**src/bsie_pkg.sv**
```systemverilog
package bsie_pkg;

	localparam logic [5:0] OP_LD  = 6'd24;
	localparam logic [5:0] OP_ST  = 6'd25;
	localparam logic [5:0] OP_JMP = 6'd27;
	localparam logic [5:0] OP_BEQ = 6'd29;
	localparam logic [5:0] OP_BNE = 6'd30;
	localparam logic [5:0] OP_LDR = 6'd31;

	localparam logic [3:0] FN_ADD   = 4'd0;
	localparam logic [3:0] FN_SUB   = 4'd1;
	localparam logic [3:0] FN_MUL   = 4'd2;
	localparam logic [3:0] FN_DIV   = 4'd3;
	localparam logic [3:0] FN_CMPEQ = 4'd4;
	localparam logic [3:0] FN_CMPLT = 4'd5;
	localparam logic [3:0] FN_CMPLE = 4'd6;
	localparam logic [3:0] FN_AND   = 4'd8;
	localparam logic [3:0] FN_OR    = 4'd9;
	localparam logic [3:0] FN_XOR   = 4'd10;
	localparam logic [3:0] FN_SHL   = 4'd12;
	localparam logic [3:0] FN_SHR   = 4'd13;
	localparam logic [3:0] FN_SRA   = 4'd14;

	localparam logic [31:0] JMP_MASK = 32'hffff_fffc;

	// request to the shared multiply / divide unit
	typedef struct packed {
		logic        start;
		logic        is_div;
		logic [31:0] a;
		logic [31:0] b;
	} md_req_t;

	typedef struct packed {
		logic        done;
		logic        dz;
		logic [31:0] result;
	} md_rsp_t;

	// true for opcodes the ALU group implements
	function automatic logic fn_legal(input logic [3:0] fn);
		logic ok;
		begin
			ok = !(fn == 4'd7 || fn == 4'd11 || fn == 4'd15);
			return ok;
		end
	endfunction

endpackage

```
**src/bsie_muldiv.sv**
```systemverilog
// Shift-add multiplier and restoring divider, one bit per cycle.
module bsie_muldiv (
	input  logic            clk,
	input  logic            arst_n,
	input  bsie_pkg::md_req_t req,
	output bsie_pkg::md_rsp_t rsp
);
	import bsie_pkg::*;

	logic        busy_q;
	logic        div_q;
	logic [5:0]  cnt_q;
	logic [31:0] a_q;
	logic [31:0] b_q;
	logic [31:0] acc_q;
	logic [31:0] quo_q;
	logic        dz_q;
	logic        done_q;

	logic [32:0] rem_shift;
	logic [32:0] rem_sub;

	always_comb begin
		rem_shift = {acc_q, a_q[31]};
		rem_sub   = rem_shift - {1'b0, b_q};
	end

	// iterate one bit per cycle over all 32 bits
	always_ff @(posedge clk or negedge arst_n) begin
		if (!arst_n) begin
			busy_q <= 1'b0;
			done_q <= 1'b0;
			cnt_q  <= '0;
		end else begin
			done_q <= busy_q && !req.start && (cnt_q == 6'd31);
			if (req.start) begin
				busy_q <= 1'b1;
				cnt_q  <= '0;
			end else if (busy_q) begin
				cnt_q <= cnt_q + 6'd1;
				if (cnt_q == 6'd31)
					busy_q <= 1'b0;
			end
		end
	end

	always_ff @(posedge clk) begin
		if (req.start) begin
			div_q <= req.is_div;
			a_q   <= req.a;
			b_q   <= req.b;
			acc_q <= '0;
			quo_q <= '0;
			dz_q  <= (req.b == '0);
		end else if (busy_q) begin
			if (div_q) begin
				// restoring division step
				a_q <= {a_q[30:0], 1'b0};
				if (!rem_sub[32]) begin
					acc_q <= rem_sub[31:0];
					quo_q <= {quo_q[30:0], 1'b1};
				end else begin
					acc_q <= rem_shift[31:0];
					quo_q <= {quo_q[30:0], 1'b0};
				end
			end else begin
				// shift-add multiply, low 32 bits only
				if (b_q[0])
					acc_q <= acc_q + a_q;
				a_q <= {a_q[30:0], 1'b0};
				b_q <= {1'b0, b_q[31:1]};
			end
		end
	end

	always_comb begin
		rsp.done   = done_q;
		rsp.dz     = div_q && dz_q;
		if (div_q)
			rsp.result = dz_q ? 32'hffff_ffff : quo_q;
		else
			rsp.result = acc_q;
	end

endmodule

```
**config.mk**
```make
export PLATFORM = sky130hd
export DESIGN_NAME = bsie_muldiv
export DESIGN_NICKNAME = d
export VERILOG_FILES = /design/src/bsie_pkg.sv /design/src/bsie_muldiv.sv
export SDC_FILE = /design/constraint.sdc
export NUM_CORES = 1
export LEC_CHECK = 0
export BUFFER_PORTS_ARGS = -buffer_cell sky130_fd_sc_hd__buf_4
export CAP_MARGIN = 40
export CORE_ASPECT_RATIO = 0.6
export CORE_UTILIZATION = 30
export DETAILED_ROUTE_END_ITERATION = 10
export PLACE_DENSITY = 0.44
export SLEW_MARGIN = 20
export SYNTH_ARGS = -nofsm -noshare
export SYNTH_HDL_FRONTEND = slang
export SYNTH_SLANG_ARGS = --single-unit
```
**constraint.sdc**
```tcl
create_clock -name clk -period 3.62 [get_ports clk]
set_input_delay 0.181 -clock clk [delete_from_list [all_inputs] [get_ports clk]]
set_output_delay 0.181 -clock clk [all_outputs]
set_load 0.1 [all_outputs]
```
==> results.cfg <==
[cells_and_area]
area_growth_pct = 20.5
drive_gt1_share_pct = 17.9
antenna_cells = 0
instances_no_fill = 1731
fin_nets = 1428
fill_cells = 3380

[critical_path]
cp_data_required_time_ps = 3990
crit_type = register to register
startpoint_type = register
arrival_ps = 3850
crit_fanout = 22
endpoint_kind = register

[sta]
setup_viol = 0
hold_viol = 0
worst_pin_slew_ps = 841
relSlewSlack_pct = 42.5
drv_slew = 0
period_share_pct = 95.9
period_minus_slack_ps = 3470
max_freq_ghz = 0.288
worst_slack_ps = 147
holdWs_ps = 16.4
clock_skew_ps = 7.66
rsz0062_at_grt = yes

[floorplan]
start_util_pct = 30.4
die_h_um = 142
die_x_um = 236
rows = 51
core_area_um2 = 32400
boundaryPins = 102
die_area_um2 = 33600

[yosys]
synth_area_um2 = 9860
synth_compound_area_share_pct = 23.3
synthTopCellsByCount = nand2_1, a21oi_1, nor2_1, o21ai_0, edfxtp_1
yosysSeqAreaShare_pct = 35.1
synthSimpleGateAreaFrac_pct = 19.0
synth_warnings = 0
syn_inst = 1199
yosys.area.top_type_share_pct = 20.1
netlist_top_cells_area = edfxtp_1, dfxtp_1, ha_1
syn_avg_cell_area_um2 = 8.23
muxShareOfSynthArea_pct = 4.76
yosys.area.top_type = edfxtp_1
ys_ff_latch = 138
synth_most_common_cell = nand2_1
yosys.area_share.xor_xnor_pct = 4.35
synth_top_family_by_area = compound AO/OA/AOI/OAI gates
synth_fp_nets = 1333
yosys.area_share.adder_pct = 8.52
synth_edf_count = 66
synth_cell_types = 72
synth_flop_cell = edfxtp_1
async_flop_share_pct = 5.80

[clock_network]
numCtsBuffers = 17
cts_sinks = 138
clock_latency_ps = 450
clk_pin_slew_ps = 60
cts.path.max_buffers = 2
htree_num_levels = 4
cts-root-buf = clkbuf_16
tritoncts = built

[run]
cap_violations = 0

[route]
drt_iter0_markers = 744
vias_per_cell = 5.26
drtAntennaViolNets = 0
routedWlPerCell_um = 19.4
remaining_drc_errors = 0
vias = 9103
first_pass_iters = 5
wl_um = 33600

[placed_design]
place_hpwl_um = 25500
pre_cts_ws_ps = 42.6
place.gp.congestion = 0.902
port_buffers = 101
post-place-cells = 1696

[grt]
gr-total-overflow = 0
grt_pass1_vias = 8650
antenna_found_initial = 1
grt_util_all_layers_pct = 20.4
grt_max_degree = 59
grt_pass1_wl_um = 52200

[pwr]
swShare_pct = 45.4
power_frac_seq_pct = 24.7
p_per_area_nw_per_um2 = 724
p_sw_mw = 3.91
totalPowerFinal_mw = 8.61
ir_drop_mv = 0.366
pwr-share-comb_pct = 52.4
p_clk_share_pct = 22.9
p_int_mw = 4.70
p_leak_nw = 5.00

[hold_path]
hold_class = input pin to register

[run_status]
status = finished clean
[cell type report]
type | instances | area [um2] | area share [%]
Timing Repair Buffer | 143 | 1110 | 9.38
Inverter | 53 | 199 | 1.67
Sequential cell | 138 | 3460 | 29.1
Tap cell | 424 | 531 | 4.46
Clock buffer | 21 | 514 | 4.33
Multi-Input combinational cell | 941 | 5930 | 49.9
Clock inverter | 11 | 133 | 1.12
[cell usage in the layout (no fill, tap or decap), types with 4 or more instances in the layout]
| master | n |
|---|---|
| a2111oi_2 | 7 |
| a211oi_1 | 13 |
| a21o_1 | 23 |
| a21oi_1 | 127 |
| a21oi_2 | 4 |
| a221oi_1 | 5 |
| a31oi_1 | 22 |
| and2_1 | 5 |
| and3_1 | 10 |
| buf_4 | 137 |
| clkbuf_16 | 20 |
| dfrtp_1 | 8 |
| dfxtp_1 | 64 |
| edfxtp_1 | 66 |
| ha_1 | 64 |
| inv_1 | 53 |
| mux2_2 | 31 |
| mux2i_1 | 12 |
| nand2_1 | 173 |
| nand2b_1 | 9 |
| nand3_1 | 12 |
| nand3b_1 | 7 |
| nand4_1 | 12 |
| nor2_1 | 128 |
| nor2b_1 | 8 |
| nor3_1 | 21 |
| nor4_1 | 11 |
| o211ai_1 | 7 |
| o21a_1 | 13 |
| o21ai_0 | 90 |
| o21bai_1 | 6 |
| o31ai_1 | 8 |
| or2_2 | 4 |
| or3_1 | 6 |
| xnor2_1 | 29 |
| xor2_1 | 20 |
[power by group through the flow]
stage          combinational, mW  clock, mW  sequential [mW]
2_1_floorplan               3.29          0             2.03
3_3_place_gp                4.45          0             2.17
3_5_place_dp                4.43          0             2.16
4_1_cts                     4.46       2.01             2.13
5_1_grt                     4.92       2.08             2.15
6_report                    4.51       1.97             2.12
[kinds of logic (layout without fill, tap and decap cells)]
kind of cell	after synthesis	count (layout)
DFF	138	138
AOI/OAI and AO/OA	363	363
buffers and inverters	120	228
and+or+nand+nor	420	420
xor gates and xnor gates	49	49
adders and majority gates	66	66
muxes	43	43
[flip-flops by register name (all words and copies together), names as in the netlist]
name,cells
a_q,32
acc_q,32
b_q,32
quo_q,32
cnt_q,6
busy_q,1
div_q,1
done_q,1
dz_q,1
[layer usage]
| metal | vias to the layer above | part of all wire [%] | global-route usage [%] |
|---|---|---|---|
| li1 | 4518 | - | - |
| met1 | 4330 | 53 | 31.0 |
| met2 | 221 | 41 | 29.3 |
| met3 | 34 | 4.8 | 3.86 |
| met4 | 0 | 1.2 | 4.61 |
| met5 | - | 0 | 0 |
[per-stage QoR]
step                util [%]  setup TNS, ps  instance area (um2)
floorplan                  -              0                 9860
global placement        34.5              0                11200
detailed placement      34.5              0                11200
CTS                     36.6              0                11900
global route            36.7          -70.0                11900
finish                  36.7              0                11900
[timing repair]
action | 4_1_cts | 5_1_grt
setup endpoints to repair | 0 | 24
setup buffers | 0 | 1
endpoints found under the hold margin | 9 | 0
resized for setup | 0 | 4
hold buffers | 2 | 0
[worst max-delay path, cell delays in order (launching register included)]
cell       delay, ps
edfxtp_1         360
inv_1             80
ha_1             230
fa_1             380
nand2b_1         230
a211oi_4         310
o211ai_2         140
a2111oi_4        360
o2111a_2         320
o21ai_0          230
nand2_4          330
buf_4            210
nand2_1           50
a31oi_1          170
[worst paths after layout]
path	from	endpoint	slack, ps	depth (start not counted)
max in group asynchronous	arst_n	busy_q	3410	2
max reg2reg	a_q[31]	acc_q[21]	150	13
min	req[26]	b_q[26]	20	3
min in group asynchronous	arst_n	cnt_q[5]	90	2
max	a_q[31]	acc_q[21]	150	13
min reg2reg	quo_q[31]	quo_q[31]	460	2
No activity file was read; power rests on OpenSTA's default activity.
